[src/rtl/qle_pkg.sv]
// Shared types, constants and helpers of the tabular Q-learning engine.
`default_nettype none

package qle_pkg;

   // Default table geometry
   localparam int QLE_NUM_STATES  = 16;
   localparam int QLE_MAX_ACTIONS = 4;

   // Configuration port geometry
   localparam int QLE_CSR_AW = 4;
   localparam int QLE_CSR_DW = 32;

   // Register indexes (byte address is four times the index)
   localparam logic [1:0] QLE_REG_LEARN_RATE     = 2'd0;
   localparam logic [1:0] QLE_REG_DISCOUNT       = 2'd1;
   localparam logic [1:0] QLE_REG_EXPLORE_THRESH = 2'd2;
   localparam logic [1:0] QLE_REG_ACTIONS_IN_USE = 2'd3;

   // Register reset values
   localparam logic [15:0] QLE_RST_LEARN_RATE     = 16'd6554;
   localparam logic [15:0] QLE_RST_DISCOUNT       = 16'd58982;
   localparam logic [15:0] QLE_RST_EXPLORE_THRESH = 16'd655;
   localparam logic [2:0]  QLE_RST_ACTIONS_IN_USE = 3'd3;

   // Operation codes
   localparam logic [1:0] QLE_OP_WRITE  = 2'd0;
   localparam logic [1:0] QLE_OP_SELECT = 2'd1;
   localparam logic [1:0] QLE_OP_UPDATE = 2'd2;

   // Configuration handed from the register file to the sequencer
   typedef struct packed {
      logic [15:0] learn_rate;
      logic [15:0] discount;
      logic [15:0] explore_threshold;
      logic [2:0]  actions_in_use;
   } cfg_type;

   // Reduce a small value modulo a small modulus by repeated compare and subtract.
   // Eight steps cover every value below 256 for a modulus of at least 32,
   // and every value below 16 for a modulus of at least 2.
   function automatic logic [7:0] qle_mod_small(input logic [7:0] value,
                                                input logic [8:0] modulus);
      logic [8:0] rem;
      rem = {1'b0, value};
      for (int i = 0; i < 8; i++) begin
         if (rem >= modulus) begin
            rem = rem - modulus;
         end
      end
      return rem[7:0];
   endfunction

endpackage

`default_nettype wire

[src/rtl/qle_channels.sv]
// Request and response channel interfaces of the tabular Q-learning engine.
`default_nettype none

interface qle_req_if;
   logic        valid;
   logic        ready;
   logic [1:0]  op;
   logic [3:0]  cur_state;
   logic [1:0]  act;
   logic [15:0] entry_value;
   logic [12:0] reward;
   logic [3:0]  next_state;
   logic [15:0] random_draw;
   logic [1:0]  random_action;

   modport source (
      output valid, op, cur_state, act, entry_value, reward, next_state,
             random_draw, random_action,
      input  ready
   );

   modport sink (
      input  valid, op, cur_state, act, entry_value, reward, next_state,
             random_draw, random_action,
      output ready
   );
endinterface

interface qle_rsp_if;
   logic        valid;
   logic        ready;
   logic [1:0]  chosen_action;
   logic        explored;
   logic [15:0] result_value;

   modport source (
      output valid, chosen_action, explored, result_value,
      input  ready
   );

   modport sink (
      input  valid, chosen_action, explored, result_value,
      output ready
   );
endinterface

`default_nettype wire

[src/rtl/qle_csr.sv]
// APB-style register file holding the learning and exploration settings.
`default_nettype none

module qle_csr import qle_pkg::*; (
   input  wire logic                  clock,
   input  wire logic                  reset,
   input  wire logic                  psel,
   input  wire logic                  penable,
   input  wire logic                  pwrite,
   input  wire logic [QLE_CSR_AW-1:0] paddr,
   input  wire logic [QLE_CSR_DW-1:0] pwdata,
   output logic      [QLE_CSR_DW-1:0] prdata,
   output logic                       pready,
   output cfg_type                    cfg
);

   logic [15:0] learn_rate_ff, learn_rate_in;
   logic [15:0] discount_ff, discount_in;
   logic [15:0] thresh_ff, thresh_in;
   logic [2:0]  aiu_ff, aiu_in;
   logic        wr_en;
   logic [1:0]  reg_idx;

   assign pready  = 1'b1;
   assign wr_en   = psel & penable & pwrite;
   assign reg_idx = paddr[QLE_CSR_AW-1:2];

   // Decode the access phase of a write transaction
   always_comb begin
      learn_rate_in = learn_rate_ff;
      discount_in   = discount_ff;
      thresh_in     = thresh_ff;
      aiu_in        = aiu_ff;
      if (wr_en) begin
         case (reg_idx)
            QLE_REG_LEARN_RATE:     learn_rate_in = pwdata[15:0];
            QLE_REG_DISCOUNT:       discount_in   = pwdata[15:0];
            QLE_REG_EXPLORE_THRESH: thresh_in     = pwdata[15:0];
            QLE_REG_ACTIONS_IN_USE: aiu_in        = pwdata[2:0];
            default: ;
         endcase
      end
   end

   always_ff @(posedge clock) begin
      if (reset) begin
         learn_rate_ff <= QLE_RST_LEARN_RATE;
         discount_ff   <= QLE_RST_DISCOUNT;
         thresh_ff     <= QLE_RST_EXPLORE_THRESH;
         aiu_ff        <= QLE_RST_ACTIONS_IN_USE;
      end else begin
         learn_rate_ff <= learn_rate_in;
         discount_ff   <= discount_in;
         thresh_ff     <= thresh_in;
         aiu_ff        <= aiu_in;
      end
   end

   // Return the addressed register on reads
   always_comb begin
      case (reg_idx)
         QLE_REG_LEARN_RATE:     prdata = QLE_CSR_DW'(learn_rate_ff);
         QLE_REG_DISCOUNT:       prdata = QLE_CSR_DW'(discount_ff);
         QLE_REG_EXPLORE_THRESH: prdata = QLE_CSR_DW'(thresh_ff);
         QLE_REG_ACTIONS_IN_USE: prdata = QLE_CSR_DW'(aiu_ff);
         default:                prdata = '0;
      endcase
   end

   assign cfg.learn_rate        = learn_rate_ff;
   assign cfg.discount          = discount_ff;
   assign cfg.explore_threshold = thresh_ff;
   assign cfg.actions_in_use    = aiu_ff;

endmodule

`default_nettype wire

[src/rtl/qle_table.sv]
// Q-table storage: one write port and one read port with registered read data.
`default_nettype none

module qle_table import qle_pkg::*; #(
   parameter int DEPTH  = QLE_NUM_STATES * QLE_MAX_ACTIONS,
   localparam int ADDR_W = $clog2(DEPTH)
) (
   input  wire logic              clock,
   input  wire logic              wr_en,
   input  wire logic [ADDR_W-1:0] wr_addr,
   input  wire logic [15:0]       wr_data,
   input  wire logic [ADDR_W-1:0] rd_addr,
   output logic      [15:0]       rd_data
);

   logic [15:0] mem [DEPTH];
   logic [15:0] rd_data_ff;

   // Write the entry
   always_ff @(posedge clock) begin
      if (wr_en) begin
         mem[wr_addr] <= wr_data;
      end
   end

   // Read every cycle, data registered and valid in the next cycle
   always_ff @(posedge clock) begin
      rd_data_ff <= mem[rd_addr];
   end

   assign rd_data = rd_data_ff;

endmodule

`default_nettype wire

[src/rtl/qle_ctrl.sv]
// Sequencer: row scan, epsilon-greedy choice and the fixed-point Q update.
`default_nettype none

module qle_ctrl import qle_pkg::*; #(
   parameter int NUM_STATES  = QLE_NUM_STATES,
   parameter int MAX_ACTIONS = QLE_MAX_ACTIONS,
   localparam int ADDR_W = $clog2(NUM_STATES * MAX_ACTIONS)
) (
   input  wire logic              clock,
   input  wire logic              reset,
   input  wire cfg_type           cfg,
   qle_req_if.sink                req,
   qle_rsp_if.source              rsp,
   output logic                   tbl_wr_en,
   output logic      [ADDR_W-1:0] tbl_wr_addr,
   output logic      [15:0]       tbl_wr_data,
   output logic      [ADDR_W-1:0] tbl_rd_addr,
   input  wire logic [15:0]       tbl_rd_data
);

   localparam int SW         = $clog2(NUM_STATES);
   localparam int USED_LIMIT = (MAX_ACTIONS > 7) ? 7 : MAX_ACTIONS;

   localparam logic [2:0] S_IDLE = 3'd0;
   localparam logic [2:0] S_SCAN = 3'd1;
   localparam logic [2:0] S_QRD  = 3'd2;
   localparam logic [2:0] S_QDAT = 3'd3;
   localparam logic [2:0] S_MUL1 = 3'd4;
   localparam logic [2:0] S_MUL2 = 3'd5;
   localparam logic [2:0] S_RESP = 3'd6;

   // Control state
   logic [2:0]  state_ff, state_in;
   logic [2:0]  cnt_ff, cnt_in;
   logic        dv_ff, dv_in;
   logic        rsp_valid_ff, rsp_valid_in;

   // Item and datapath state
   logic [1:0]    op_ff, op_in;
   logic [SW-1:0] row_ff, row_in;
   logic [SW-1:0] scan_row_ff, scan_row_in;
   logic [3:0]    col_ff, col_in;
   logic [12:0]   reward_ff, reward_in;
   logic [2:0]    dcol_ff, dcol_in;
   logic [15:0]   best_ff, best_in;
   logic [2:0]    bcol_ff, bcol_in;
   logic [15:0]   q_ff, q_in;
   logic [15:0]   gm_ff, gm_in;
   logic [32:0]   p1_ff, p1_in;
   logic [16:0]   t_ff, t_in;
   logic [1:0]    res_act_ff, res_act_in;
   logic          res_exp_ff, res_exp_in;
   logic [15:0]   res_val_ff, res_val_in;
   logic [1:0]    out_act_ff, out_act_in;
   logic          out_exp_ff, out_exp_in;
   logic [15:0]   out_val_ff, out_val_in;

   // Combinational helpers
   logic [2:0]    n_used;
   logic [SW-1:0] cur_red, next_red;
   logic [3:0]    act_red, pick;
   logic          explore;
   logic          load;
   logic [31:0]   gm_prod;
   logic [16:0]   keep_rate;
   logic [32:0]   p1_prod;
   logic [32:0]   mix_prod;
   logic [33:0]   acc_sum;
   logic [17:0]   acc_shift;
   logic [15:0]   acc_sat;
   logic [7:0]    cur_mod, next_mod, act_mod, pick_mod;

   function automatic logic [ADDR_W-1:0] addr_of(input logic [SW-1:0] row,
                                                 input logic [3:0]    col);
      return ADDR_W'(int'(row) * MAX_ACTIONS + int'(col));
   endfunction

   // Clamp the action count into one to the table width, capped at seven
   always_comb begin
      if (cfg.actions_in_use == 3'd0) begin
         n_used = 3'd1;
      end else if (int'(cfg.actions_in_use) > USED_LIMIT) begin
         n_used = 3'(USED_LIMIT);
      end else begin
         n_used = cfg.actions_in_use;
      end
   end

   // Reduce incoming indexes into the table
   assign cur_mod  = qle_mod_small(8'(req.cur_state), 9'(NUM_STATES));
   assign next_mod = qle_mod_small(8'(req.next_state), 9'(NUM_STATES));
   assign act_mod  = qle_mod_small(8'(req.act), 9'(MAX_ACTIONS));
   assign pick_mod = qle_mod_small(8'(req.random_action), 9'(n_used));
   assign cur_red  = cur_mod[SW-1:0];
   assign next_red = next_mod[SW-1:0];
   assign act_red  = act_mod[3:0];
   assign pick     = pick_mod[3:0];
   assign explore  = req.random_draw < cfg.explore_threshold;

   // Update arithmetic, one multiplier per stage
   assign gm_prod   = 32'(cfg.discount) * 32'(best_ff);
   assign keep_rate = 17'h10000 - 17'(cfg.learn_rate);
   assign p1_prod   = 33'(keep_rate) * 33'(q_ff);
   assign mix_prod  = 33'(cfg.learn_rate) * 33'(t_ff);
   assign acc_sum   = 34'(p1_ff) + 34'(mix_prod);
   assign acc_shift = acc_sum[33:16];
   assign acc_sat   = (|acc_shift[17:16]) ? 16'hFFFF : acc_shift[15:0];

   assign req.ready = (state_ff == S_IDLE);

   // Sequence one transaction through the scan, read, multiply and respond states its op needs
   always_comb begin
      state_in    = state_ff;
      cnt_in      = cnt_ff;
      dv_in       = dv_ff;
      op_in       = op_ff;
      row_in      = row_ff;
      scan_row_in = scan_row_ff;
      col_in      = col_ff;
      reward_in   = reward_ff;
      dcol_in     = dcol_ff;
      best_in     = best_ff;
      bcol_in     = bcol_ff;
      q_in        = q_ff;
      gm_in       = gm_ff;
      p1_in       = p1_ff;
      t_in        = t_ff;
      res_act_in  = res_act_ff;
      res_exp_in  = res_exp_ff;
      res_val_in  = res_val_ff;
      load        = 1'b0;
      tbl_wr_en   = 1'b0;
      tbl_rd_addr = addr_of(row_ff, col_ff);

      case (state_ff)
         S_IDLE: begin
            if (req.valid) begin
               op_in      = req.op;
               row_in     = cur_red;
               reward_in  = req.reward;
               cnt_in     = 3'd0;
               dv_in      = 1'b0;
               res_act_in = 2'd0;
               res_exp_in = 1'b0;
               res_val_in = 16'd0;
               case (req.op)
                  QLE_OP_WRITE: begin
                     col_in     = act_red;
                     res_val_in = req.entry_value;
                     state_in   = S_RESP;
                  end
                  QLE_OP_SELECT: begin
                     if (explore) begin
                        col_in   = pick;
                        state_in = S_QRD;
                     end else begin
                        scan_row_in = cur_red;
                        state_in    = S_SCAN;
                     end
                  end
                  QLE_OP_UPDATE: begin
                     col_in      = act_red;
                     scan_row_in = next_red;
                     state_in    = S_SCAN;
                  end
                  default: state_in = S_RESP;
               endcase
            end
         end

         S_SCAN: begin
            // Issue one column read per cycle
            tbl_rd_addr = addr_of(scan_row_ff, {1'b0, cnt_ff});
            if (cnt_ff != n_used) begin
               cnt_in  = cnt_ff + 3'd1;
               dv_in   = 1'b1;
               dcol_in = cnt_ff;
            end else begin
               dv_in = 1'b0;
            end
            // Keep the first maximum
            if (dv_ff && ((dcol_ff == 3'd0) || (tbl_rd_data > best_ff))) begin
               best_in = tbl_rd_data;
               bcol_in = dcol_ff;
            end
            if ((cnt_ff == n_used) && !dv_ff) begin
               if (op_ff == QLE_OP_SELECT) begin
                  res_act_in = bcol_ff[1:0];
                  res_val_in = best_ff;
                  state_in   = S_RESP;
               end else begin
                  state_in = S_QRD;
               end
            end
         end

         S_QRD: begin
            state_in = S_QDAT;
         end

         S_QDAT: begin
            q_in = tbl_rd_data;
            if (op_ff == QLE_OP_SELECT) begin
               res_act_in = col_ff[1:0];
               res_exp_in = 1'b1;
               res_val_in = tbl_rd_data;
               state_in   = S_RESP;
            end else begin
               gm_in    = gm_prod[31:16];
               state_in = S_MUL1;
            end
         end

         S_MUL1: begin
            p1_in    = p1_prod;
            t_in     = 17'(reward_ff) + 17'(gm_ff);
            state_in = S_MUL2;
         end

         S_MUL2: begin
            res_val_in = acc_sat;
            state_in   = S_RESP;
         end

         S_RESP: begin
            // Hand over once the output register is free, write back at the same edge
            if (!rsp_valid_ff || rsp.ready) begin
               load      = 1'b1;
               tbl_wr_en = (op_ff == QLE_OP_WRITE) || (op_ff == QLE_OP_UPDATE);
               state_in  = S_IDLE;
            end
         end

         default: state_in = S_IDLE;
      endcase
   end

   assign tbl_wr_addr = addr_of(row_ff, col_ff);
   assign tbl_wr_data = res_val_ff;

   // Output register
   assign rsp_valid_in = load | (rsp_valid_ff & ~rsp.ready);
   assign out_act_in   = load ? res_act_ff : out_act_ff;
   assign out_exp_in   = load ? res_exp_ff : out_exp_ff;
   assign out_val_in   = load ? res_val_ff : out_val_ff;

   assign rsp.valid         = rsp_valid_ff;
   assign rsp.chosen_action = out_act_ff;
   assign rsp.explored      = out_exp_ff;
   assign rsp.result_value  = out_val_ff;

   always_ff @(posedge clock) begin
      if (reset) begin
         state_ff     <= S_IDLE;
         cnt_ff       <= 3'd0;
         dv_ff        <= 1'b0;
         rsp_valid_ff <= 1'b0;
      end else begin
         state_ff     <= state_in;
         cnt_ff       <= cnt_in;
         dv_ff        <= dv_in;
         rsp_valid_ff <= rsp_valid_in;
      end
   end

   always_ff @(posedge clock) begin
      op_ff       <= op_in;
      row_ff      <= row_in;
      scan_row_ff <= scan_row_in;
      col_ff      <= col_in;
      reward_ff   <= reward_in;
      dcol_ff     <= dcol_in;
      best_ff     <= best_in;
      bcol_ff     <= bcol_in;
      q_ff        <= q_in;
      gm_ff       <= gm_in;
      p1_ff       <= p1_in;
      t_ff        <= t_in;
      res_act_ff  <= res_act_in;
      res_exp_ff  <= res_exp_in;
      res_val_ff  <= res_val_in;
      out_act_ff  <= out_act_in;
      out_exp_ff  <= out_exp_in;
      out_val_ff  <= out_val_in;
   end

endmodule

`default_nettype wire

[src/rtl/tabular_q_learning_engine.sv]
// Top level of the tabular Q-learning engine.
//
//   channel   direction  handshake             carries
//   req       in         req.valid/req.ready   op, states, action, value, reward, draws
//   rsp       out        rsp.valid/rsp.ready   chosen_action, explored, result_value
//   csr       in         APB psel/penable      learn_rate, discount, threshold, actions
//
// One transaction at a time; n is the clamped number of actions in use.
// A write or unused op goes straight to the response; an explore select reads
// the drawn entry; a greedy select reads the n columns of its row in turn; an
// update scans the next state's row, reads the entry, then runs the multiplies.
// A new request is taken the cycle after the result enters the output register,
// even while that result still waits on rsp.ready.
// Reset restores the registers; the table holds no valid data until written.
`default_nettype none

module tabular_q_learning_engine import qle_pkg::*; #(
   parameter int NUM_STATES  = QLE_NUM_STATES,
   parameter int MAX_ACTIONS = QLE_MAX_ACTIONS
) (
   input  wire logic                  clock,
   input  wire logic                  reset,
   qle_req_if.sink                    req,
   qle_rsp_if.source                  rsp,
   input  wire logic                  csr_psel,
   input  wire logic                  csr_penable,
   input  wire logic                  csr_pwrite,
   input  wire logic [QLE_CSR_AW-1:0] csr_paddr,
   input  wire logic [QLE_CSR_DW-1:0] csr_pwdata,
   output logic      [QLE_CSR_DW-1:0] csr_prdata,
   output logic                       csr_pready
);

   localparam int DEPTH  = NUM_STATES * MAX_ACTIONS;
   localparam int ADDR_W = $clog2(DEPTH);

   cfg_type           cfg;
   logic              tbl_wr_en;
   logic [ADDR_W-1:0] tbl_wr_addr;
   logic [15:0]       tbl_wr_data;
   logic [ADDR_W-1:0] tbl_rd_addr;
   logic [15:0]       tbl_rd_data;

   qle_csr u_csr (
      .clock   (clock),
      .reset   (reset),
      .psel    (csr_psel),
      .penable (csr_penable),
      .pwrite  (csr_pwrite),
      .paddr   (csr_paddr),
      .pwdata  (csr_pwdata),
      .prdata  (csr_prdata),
      .pready  (csr_pready),
      .cfg     (cfg)
   );

   qle_table #(
      .DEPTH (DEPTH)
   ) u_table (
      .clock   (clock),
      .wr_en   (tbl_wr_en),
      .wr_addr (tbl_wr_addr),
      .wr_data (tbl_wr_data),
      .rd_addr (tbl_rd_addr),
      .rd_data (tbl_rd_data)
   );

   qle_ctrl #(
      .NUM_STATES  (NUM_STATES),
      .MAX_ACTIONS (MAX_ACTIONS)
   ) u_ctrl (
      .clock       (clock),
      .reset       (reset),
      .cfg         (cfg),
      .req         (req),
      .rsp         (rsp),
      .tbl_wr_en   (tbl_wr_en),
      .tbl_wr_addr (tbl_wr_addr),
      .tbl_wr_data (tbl_wr_data),
      .tbl_rd_addr (tbl_rd_addr),
      .tbl_rd_data (tbl_rd_data)
   );

endmodule

`default_nettype wire

[src/flat_wrapper.sv]
// flat-port wrapper written by rule: the top's interface ports become plain ports
module tabular_q_learning_engine_flat import qle_pkg::*;
#(
   parameter int NUM_STATES  = QLE_NUM_STATES,
   parameter int MAX_ACTIONS = QLE_MAX_ACTIONS
)
  (clock, reset, csr_psel, csr_penable, csr_pwrite, csr_paddr, csr_pwdata, csr_prdata, csr_pready, req_valid, req_op, req_cur_state, req_act, req_entry_value, req_reward, req_next_state, req_random_draw, req_random_action, req_ready, rsp_valid, rsp_chosen_action, rsp_explored, rsp_result_value, rsp_ready);
  qle_req_if req_i ();
  qle_rsp_if rsp_i ();
  input  wire logic clock;
  input  wire logic reset;
  input  wire logic csr_psel;
  input  wire logic csr_penable;
  input  wire logic csr_pwrite;
  input  wire logic [QLE_CSR_AW-1:0] csr_paddr;
  input  wire logic [QLE_CSR_DW-1:0] csr_pwdata;
  output logic      [QLE_CSR_DW-1:0] csr_prdata;
  output logic csr_pready;
  input wire logic [$bits(req_i.valid)-1:0] req_valid;
  input wire logic [$bits(req_i.op)-1:0] req_op;
  input wire logic [$bits(req_i.cur_state)-1:0] req_cur_state;
  input wire logic [$bits(req_i.act)-1:0] req_act;
  input wire logic [$bits(req_i.entry_value)-1:0] req_entry_value;
  input wire logic [$bits(req_i.reward)-1:0] req_reward;
  input wire logic [$bits(req_i.next_state)-1:0] req_next_state;
  input wire logic [$bits(req_i.random_draw)-1:0] req_random_draw;
  input wire logic [$bits(req_i.random_action)-1:0] req_random_action;
  output wire logic [$bits(req_i.ready)-1:0] req_ready;
  output wire logic [$bits(rsp_i.valid)-1:0] rsp_valid;
  output wire logic [$bits(rsp_i.chosen_action)-1:0] rsp_chosen_action;
  output wire logic [$bits(rsp_i.explored)-1:0] rsp_explored;
  output wire logic [$bits(rsp_i.result_value)-1:0] rsp_result_value;
  input wire logic [$bits(rsp_i.ready)-1:0] rsp_ready;
  assign req_i.valid = req_valid;
  assign req_i.op = req_op;
  assign req_i.cur_state = req_cur_state;
  assign req_i.act = req_act;
  assign req_i.entry_value = req_entry_value;
  assign req_i.reward = req_reward;
  assign req_i.next_state = req_next_state;
  assign req_i.random_draw = req_random_draw;
  assign req_i.random_action = req_random_action;
  assign req_ready = req_i.ready;
  assign rsp_valid = rsp_i.valid;
  assign rsp_chosen_action = rsp_i.chosen_action;
  assign rsp_explored = rsp_i.explored;
  assign rsp_result_value = rsp_i.result_value;
  assign rsp_i.ready = rsp_ready;
  tabular_q_learning_engine #(.NUM_STATES(NUM_STATES), .MAX_ACTIONS(MAX_ACTIONS)) u_core (.clock(clock), .reset(reset), .req(req_i), .rsp(rsp_i), .csr_psel(csr_psel), .csr_penable(csr_penable), .csr_pwrite(csr_pwrite), .csr_paddr(csr_paddr), .csr_pwdata(csr_pwdata), .csr_prdata(csr_prdata), .csr_pready(csr_pready));
endmodule
[config.mk]
export PLATFORM = sky130hd
export DESIGN_NAME = tabular_q_learning_engine_flat
export DESIGN_NICKNAME = d
export VERILOG_FILES = /design/src/rtl/qle_pkg.sv /design/src/rtl/qle_channels.sv /design/src/rtl/qle_csr.sv /design/src/rtl/qle_table.sv /design/src/rtl/qle_ctrl.sv /design/src/rtl/tabular_q_learning_engine.sv /design/src/flat_wrapper.sv
export SDC_FILE = /design/constraint.sdc
export NUM_CORES = 2
export LEC_CHECK = 0
export BUFFER_PORTS_ARGS = -buffer_cell sky130_fd_sc_hd__buf_2
export CAP_MARGIN = 20
export CORE_MARGIN = 8
export CORE_UTILIZATION = 30
export DETAILED_ROUTE_END_ITERATION = 6
export SLEW_MARGIN = 15
export SYNTH_ARGS = -nofsm -noshare
export SYNTH_HDL_FRONTEND = slang
export SYNTH_SLANG_ARGS = --single-unit
export TNS_END_PERCENT = 10
[constraint.sdc]
create_clock -name clock -period 18.8 [get_ports clock]
set_input_delay 1.88 -clock clock [delete_from_list [all_inputs] [get_ports clock]]
set_output_delay 1.88 -clock clock [all_outputs]
set_load 0.05 [all_outputs]
== After elaboration in Yosys (flattened, before gate mapping) ==
Memories as Yosys holds them, arrays and structs flattened. A register that Yosys moved wholly into a read port is not among the register bits.
Index checks and enable logic that the tools add are counted.
Storage, ports and cells
  bits in registers: 227
  bits in latches: 0
  bits in writable memories: 1024
  memory bits (read-only): 0
  input port bits: 102
  memories kept: 1
Memories
  u_core.u_table.mem: depth 64, bits a word 16, read ports 1, clocked after Yosys merged registers in 1, wr ports 1, RTL line qle_table.sv:16  | logic [15:0] mem [DEPTH];
Operators by class
  $add $sub $neg: 14
  multipliers: 3
  div/mod/pow operators: 0
  $lt $le $gt $ge: 11
  eq/ne operators: 23
  shifts and indexed selects: 0
  multiplexer cells: 50
  bitwise gates (word level): 6
  reduce and logical (&&, ||, !) cells: 37
Operators by type and width (number)
  case mux 32 bit (4 select lines): 1
  two-way mux 16 bit: 6
  case mux 16 bit (4 select lines): 1
  greater-or-equal comparator 9 x 3 -> 1 bit: 7
  two-way mux 9 bit: 7
  subtractor 9 x 3 -> 9 bit: 6
  adder 33 x 33 -> 34 bit: 1
  multiplier 16 x 17 -> 33 bit: 1
  multiplier 17 x 16 -> 33 bit: 1
  multiplier 16 x 16 -> 32 bit: 1
  two-way mux 3 bit: 8
  case mux 3 bit (7 select lines): 1
  AND reduction 2 bit: 9
  adder 13 x 16 -> 17 bit: 1
  subtractor 17 x 16 -> 17 bit (first input constant): 1
  greater-than comparator 16 bit: 1
  < comparator 16 bit: 1
  inequality test 2 bit (second input constant): 8
  case mux 4 bit (2 select lines): 2
  two-way mux 2 bit: 6
  two-way mux 4 bit: 3
  case mux 3 bit (2 select lines): 2
  AND reduction 5 bit: 2
  == test 3 bit (second input constant): 3
  other kinds (31): 64

== Depth between registers and ports, before layout ==
  depth in word-level cells: 21
  depth in mapped cells: 73
  mapped depth without buffers: 71

== Cells and area by module ==
A second synthesis with hierarchy kept.
Second synthesis, totals
  cell total of the unflattened synthesis: 5964
  area total of the unflattened synthesis: 78667.9 µm²
By module, submodules not included
  qle_table: instances 1, cells an instance 1829, area an instance 40042.2 µm²
  qle_ctrl: instances 1, cells an instance 3861, area an instance 36065.8 µm²
  qle_csr: instances 1, cells an instance 274, area an instance 2560.0 µm²

== Worst setup path after synthesis ==
Ideal clock, no wire load.
  path kind: input -> register
  start: input port req_random_action[0]
  end: register u_core.u_ctrl.col_ff[3] (data pin)
  data arrival time: 15.068 ns
  data required time: 18.545 ns
  slack: 3.477 ns
  stages on the path: 67
  buffers on the path: 2
  path through: inv_1 > ha_1 > inv_1 > fa_1 > ha_1 > clkbuf_1 > a31oi_1 > mux2i_1 > inv_1 > ha_1 > nand2_1 > o32ai_1 > nor4_4 > nor3_1 > ha_1 > a21oi_1 > nand2_1 > nor3_1 > (+31 left out) > mux2_2 > inv_1 > ha_1 > nor2b_1 > o21ai_0 > nand2b_1 > nor2_1 > o2111ai_1 > nor4_2 > mux2_2 > ha_1 > o21ai_0 > nand2b_1 > a21oi_1 > nand3_1 > a211oi_2 > a2111oi_0 > a31o_1
On the way
  word-level cells in the longest chain between the ends: 18
  elaborated cells on any way between the ends: 26
  classes of those cells: add/sub (8); order compare (8); mux (10)
RTL lines
  start, declared: RTL line flat_wrapper.sv:27  | input wire logic [$bits(req_i.random_action)-1:0] req_random_action;
  subtractor 2 x 3 -> 4 bit or greater-or-equal comparator 2 x 3 -> 1 bit (tied branches): RTL line qle_pkg.sv:48, qle_pkg.sv:47
  two-way mux 9 bit (*): RTL line qle_pkg.sv:47  | if (rem >= modulus) begin
  subtractor 9 x 3 -> 9 bit or greater-or-equal comparator 9 x 3 -> 1 bit (tied branches): RTL line qle_pkg.sv:48, qle_pkg.sv:47
  two-way mux 9 bit (*): RTL line qle_pkg.sv:47
  subtractor 9 x 3 -> 9 bit or greater-or-equal comparator 9 x 3 -> 1 bit (tied branches): RTL line qle_pkg.sv:48, qle_pkg.sv:47
  two-way mux 9 bit (*): RTL line qle_pkg.sv:47
  subtractor 9 x 3 -> 9 bit or greater-or-equal comparator 9 x 3 -> 1 bit (tied branches): RTL line qle_pkg.sv:48, qle_pkg.sv:47
  two-way mux 9 bit (*): RTL line qle_pkg.sv:47
  (+2 left out)
  subtractor 9 x 3 -> 9 bit or greater-or-equal comparator 9 x 3 -> 1 bit (tied branches): RTL line qle_pkg.sv:48, qle_pkg.sv:47
  two-way mux 9 bit (*): RTL line qle_pkg.sv:47
  subtractor 9 x 3 -> 9 bit or greater-or-equal comparator 9 x 3 -> 1 bit (tied branches): RTL line qle_pkg.sv:48, qle_pkg.sv:47
  two-way mux 9 bit (*): RTL line qle_pkg.sv:47
  greater-or-equal comparator 9 x 3 -> 1 bit or subtractor 4 x 3 -> 4 bit (tied branches): RTL line qle_pkg.sv:47, qle_pkg.sv:48
  two-way mux 4 bit (*): RTL line qle_pkg.sv:47
  two-way mux 4 bit (*): RTL line qle_ctrl.sv:153  | if (explore) begin
  case mux 4 bit (2 select lines) (*): RTL line qle_ctrl.sv:146  | case (req.op)
  end signal, assigned: RTL line qle_ctrl.sv:270  | col_ff <= col_in;
  end, declared: RTL line qle_ctrl.sv:42  | logic [3:0] col_ff, col_in;
Every way passes the cells marked *; elsewhere a longest branch is shown, timed or not. The select of a mux whose other input is x is not followed.
A chain may end at the register's enable or synchronous reset.

== Final worst setup path ==
  start: input port req_random_action[0]
  end: register u_core.u_ctrl.col_ff[0] (data pin)
Same word-level chain as after synthesis.

==> metrics.md <==
| Metric | Value |
|---|---|
| Placed Cells incl. Taps | ~10000 |
| Die Y-Extent | between 500 and 600 µm |
| Worst Hold Depth | 0 |
| IO Count | roughly 160 |
| Max clock buf depth | 3 |
| H-tree levels | 3 |
| Post-CTS Setup Bufs | 0 |
| Post-synth EDFFs | 1192 |
| Synthesized flop and latch total | 1267 |
| # setup viols final | 0 |
| Final net count | a little over 8000 |
| Top cell by count, worst path | ha_1 |
| WHS | between 400 and 500 ps |
| Drt wl/cell | between 20 and 25 µm |
| Worst Path Max Fanout | 11 |
| Worst hold path startpoint | u_core.u_ctrl.dcol_ff[0]$_DFFE_PP_ |
| Min-delay worst type | flip-flop to flip-flop |
| Crit path buf inv count | 10 |
| CP Launch Type | input port |
| Hpwl dp | between 100000 and 150000 µm |
| Critical path class | input port to flip-flop |
| First-pass GRT wire length | between 300000 and 400000 µm |
| Vias | between 50000 and 60000 |
| Worst reg2reg path depth | 64 |
| Mapped Area | 79500 µm² |
| CTS tree | built |
| Seq/Total Area, Yosys | 0.469 |
| Routed Antenna Nets | 0 |
| Fin crit period | ~17000 ps |
| Post-Synthesis Cells | ~7000 |
| Synth Warn # | 0 |
| Drt total wl | ~220000 µm |
| Cts hold-fix bufs | 0 |
| Tcrit/Tclk final | 0.904 |
| Cts bufs inserted | around 120 |
| Die extent in x | between 500 and 600 µm |
| Setup slack, reg-to-reg | between 2000 and 2500 ps |
| Clock skew after layout | about 110 ps |
| Via density | ~5 |
| All-Layer GR Usage | 0.150 |
| Setup repair after global routing missed its margin | no |
| GPL Wtd Cong | 0.864 |
| Hold worst-path end | u_core.u_ctrl.bcol_ff[0]$_DFFE_PP_ |
| Pre-Repair DR Iteration Count | 7 |
| Status | finished clean |
| Cell Count, Final, Fillers Out | approximately 11000 |
| Largest net degree at the start of global routing | 169 |
| Multi-input logic area | between 30000 and 40000 µm² |
| Clock Sinks | around 1300 |
| Layout cells sized above 1 | 0.0722 |
| Vias in the first global route | 54000 |
| FF-to-FF End | u_core.u_ctrl.col_ff[0]$_DFFE_PP_ |
| Distinct cells, synth | between 90 and 100 |
| Die ar. | approximately 280000 µm² |
| CP endpoint kind | flip-flop |
| CP top delay family | compound AO/OA/AOI/OAI gates |
| Starting Density | 0.301 |
| DR iter-0 viols | ~4600 |
| Drt drc | 0 |
| Primary FF master, synth | edfxtp_1 |
| Core area | about 260000 µm² |
| Worst relative slew slack | 0.245 |
| Worst Setup SP | req_random_action[0] |
| Final Max Tran Viols | 0 |
| Data required time of the worst path | approximately 19000 ps |
| Post_cts resized | 0 |
| Root buffer cell | clkbuf_16 |
| Fillers | between 20000 and 30000 |
| Post-synthesis area per instance | about 11 µm² |
| FMAX | approximately 60 MHz |
| Register area | around 37000 µm² |
| WP data arrival | 17450 ps |
| Rows | around 190 |
| Setup_tns | 0 ps |
| Worst-margin pin slew | 1130 ps |
| CP peak stage delay | approximately 490 ps |
| Final Hold Viols | 0 |
| Clock Latency Late Sink | 790 ps |
| Area growth from synthesis to layout | 11.0% |
| # port buffers | 120 |
| RR Startpoint | u_core.u_csr.aiu_ff[2]$_SDFFE_PP0P_ |
| Critical-path top delay cell | nor4_4 |
| CTS clock-pin slew for the worst setup and hold paths | 60 ps |
| Initial antenna violation count | 21 |
| Fraction of registers with async set/reset | 0 |
| Grt total ovfl | 0 |
| Number of max-cap violations | 0 |
stage by stage:
step	utilization	cell area (µm²)	worst slack [ps]
floorplan	-	79500	3480
global placement	0.319	84300	843
detailed placement	0.319	84300	721
CTS	0.333	88100	1430
global route	0.334	88200	85.8
finish	0.334	88200	1800
area by class of cell:
| type | count | share of cell area |
|---|---|---|
| inverter | 838 | 0.0357 |
| timing repair buffer | 280 | 0.0215 |
| clock buffer | 148 | 0.0358 |
| antenna | 18 | 0.000511 |
| tap | 3533 | 0.0501 |
| clock inverter | 70 | 0.00674 |
| sequential | 1267 | 0.423 |
| multi-input combinational | 4502 | 0.427 |
how the worst max path moves through the flow:
stage                                                        to  cells after the start  slack, ps
after detailed placement  u_core.u_ctrl.col_ff[3]$_SDFFCE_PP0P_                     68        720
after global routing          u_core.u_ctrl.col_ff[0]$_DFFE_PP_                     68         90
final                         u_core.u_ctrl.col_ff[0]$_DFFE_PP_                     66       1800
after global placement    u_core.u_ctrl.col_ff[3]$_SDFFCE_PP0P_                     68        840
after floorplan           u_core.u_ctrl.col_ff[3]$_SDFFCE_PP0P_                     67       3480
after CTS                     u_core.u_ctrl.col_ff[0]$_DFFE_PP_                     68       1430
per-layer routing:
layer	routed length (µm)	share of wire	global-route usage	vias up
li1	-	-	-	24000
met3	14900	0.069	0.0216	398
met1	91100	0.42	0.200	27000
met2	102000	0.47	0.248	1860
met5	0	0	0	-
met4	9220	0.042	0.0568	0
cell usage in the layout (no fill, tap or decap), types with 18 or more instances in the layout:
cell       count
nand3_1       31
nor2b_1       21
edfxtp_1    1192
dfxtp_1       75
clkbuf_1      24
fa_1         650
a21o_1        38
a21oi_1      239
inv_1        837
and2_1       537
nor3_1        41
ha_1         387
mux2i_1       21
a311oi_1     132
buf_4        152
a211oi_1     376
nor2_1       161
a31oi_1      137
clkinv_1      32
nand2_1     1215
o21a_1        21
nand3b_1      22
clkinv_2      18
xnor2_1       60
clkbuf_16    122
buf_2        121
diode_2       18
o21ai_0       64
nand2b_1      27
xor2_1        36
and3_1        23
kinds of logic after synthesis:
| logic type | after synthesis | share of synthesized area |
|---|---|---|
| simple gates | 2144 | 0.126 |
| mux | 40 | 0.00570 |
| xor+xnor | 101 | 0.0111 |
| fa+ha+maj | 1037 | 0.225 |
| buf+inv | 1253 | 0.0601 |
| other cells | 2 | 0.0000945 |
| compound gates | 1163 | 0.103 |
| flops | 1267 | 0.469 |
synthesized netlist by cell type (65+ instances only):
| library cell | number | area [µm²] |
|---|---|---|
| edfxtp_1 | 1192 | 35800 |
| a311oi_1 | 132 | 1160 |
| a21oi_1 | 241 | 1210 |
| inv_1 | 837 | 3140 |
| nor2_1 | 161 | 604 |
| and2_1 | 538 | 3370 |
| nand2_1 | 1215 | 4560 |
| a31oi_1 | 137 | 857 |
| ha_1 | 387 | 4840 |
| clkbuf_1 | 375 | 1410 |
| fa_1 | 650 | 13000 |
| dfxtp_1 | 75 | 1500 |
| o21ai_0 | 65 | 325 |
| a211oi_1 | 377 | 2830 |
sequential cells by signal, summed over array words and instances, names as in the netlist, 3 cells and up:
| name | cells |
|---|---|
| u_core.u_table.rd_data | 16 |
| u_core.u_csr.learn_rate_ff | 16 |
| u_core.u_csr.thresh_ff | 16 |
| u_core.u_ctrl.best_ff | 16 |
| u_core.u_ctrl.gm_ff | 16 |
| u_core.u_ctrl.col_ff | 4 |
| u_core.u_ctrl.t_ff | 17 |
| u_core.u_ctrl.scan_row_ff | 4 |
| u_core.u_ctrl.reward_ff | 13 |
| u_core.u_ctrl.cnt_ff | 3 |
| u_core.u_ctrl.row_ff | 4 |
| u_core.u_ctrl.dcol_ff | 3 |
| u_core.u_ctrl.tbl_wr_data | 16 |
| u_core.u_table.mem | 1024 |
| u_core.u_ctrl.state_ff | 3 |
| u_core.u_csr.aiu_ff | 3 |
| u_core.u_csr.discount_ff | 16 |
| u_core.u_ctrl.p1_ff | 33 |
| u_core.u_ctrl.rsp.result_value | 16 |
| u_core.u_ctrl.q_ff | 16 |
worst register-to-register path, delay by kind of cell, from the launching register on:
family | cells | cell delay [ps]
mux | 4 | 1450
simple gates | 24 | 5460
flops | 1 | 310
buf+inv | 8 | 1140
fa+ha+maj | 9 | 3040
compound gates | 19 | 5070
Power is not shown: default switching activity piles up to over one toggle a cycle in this logic, so the estimate is an artifact.
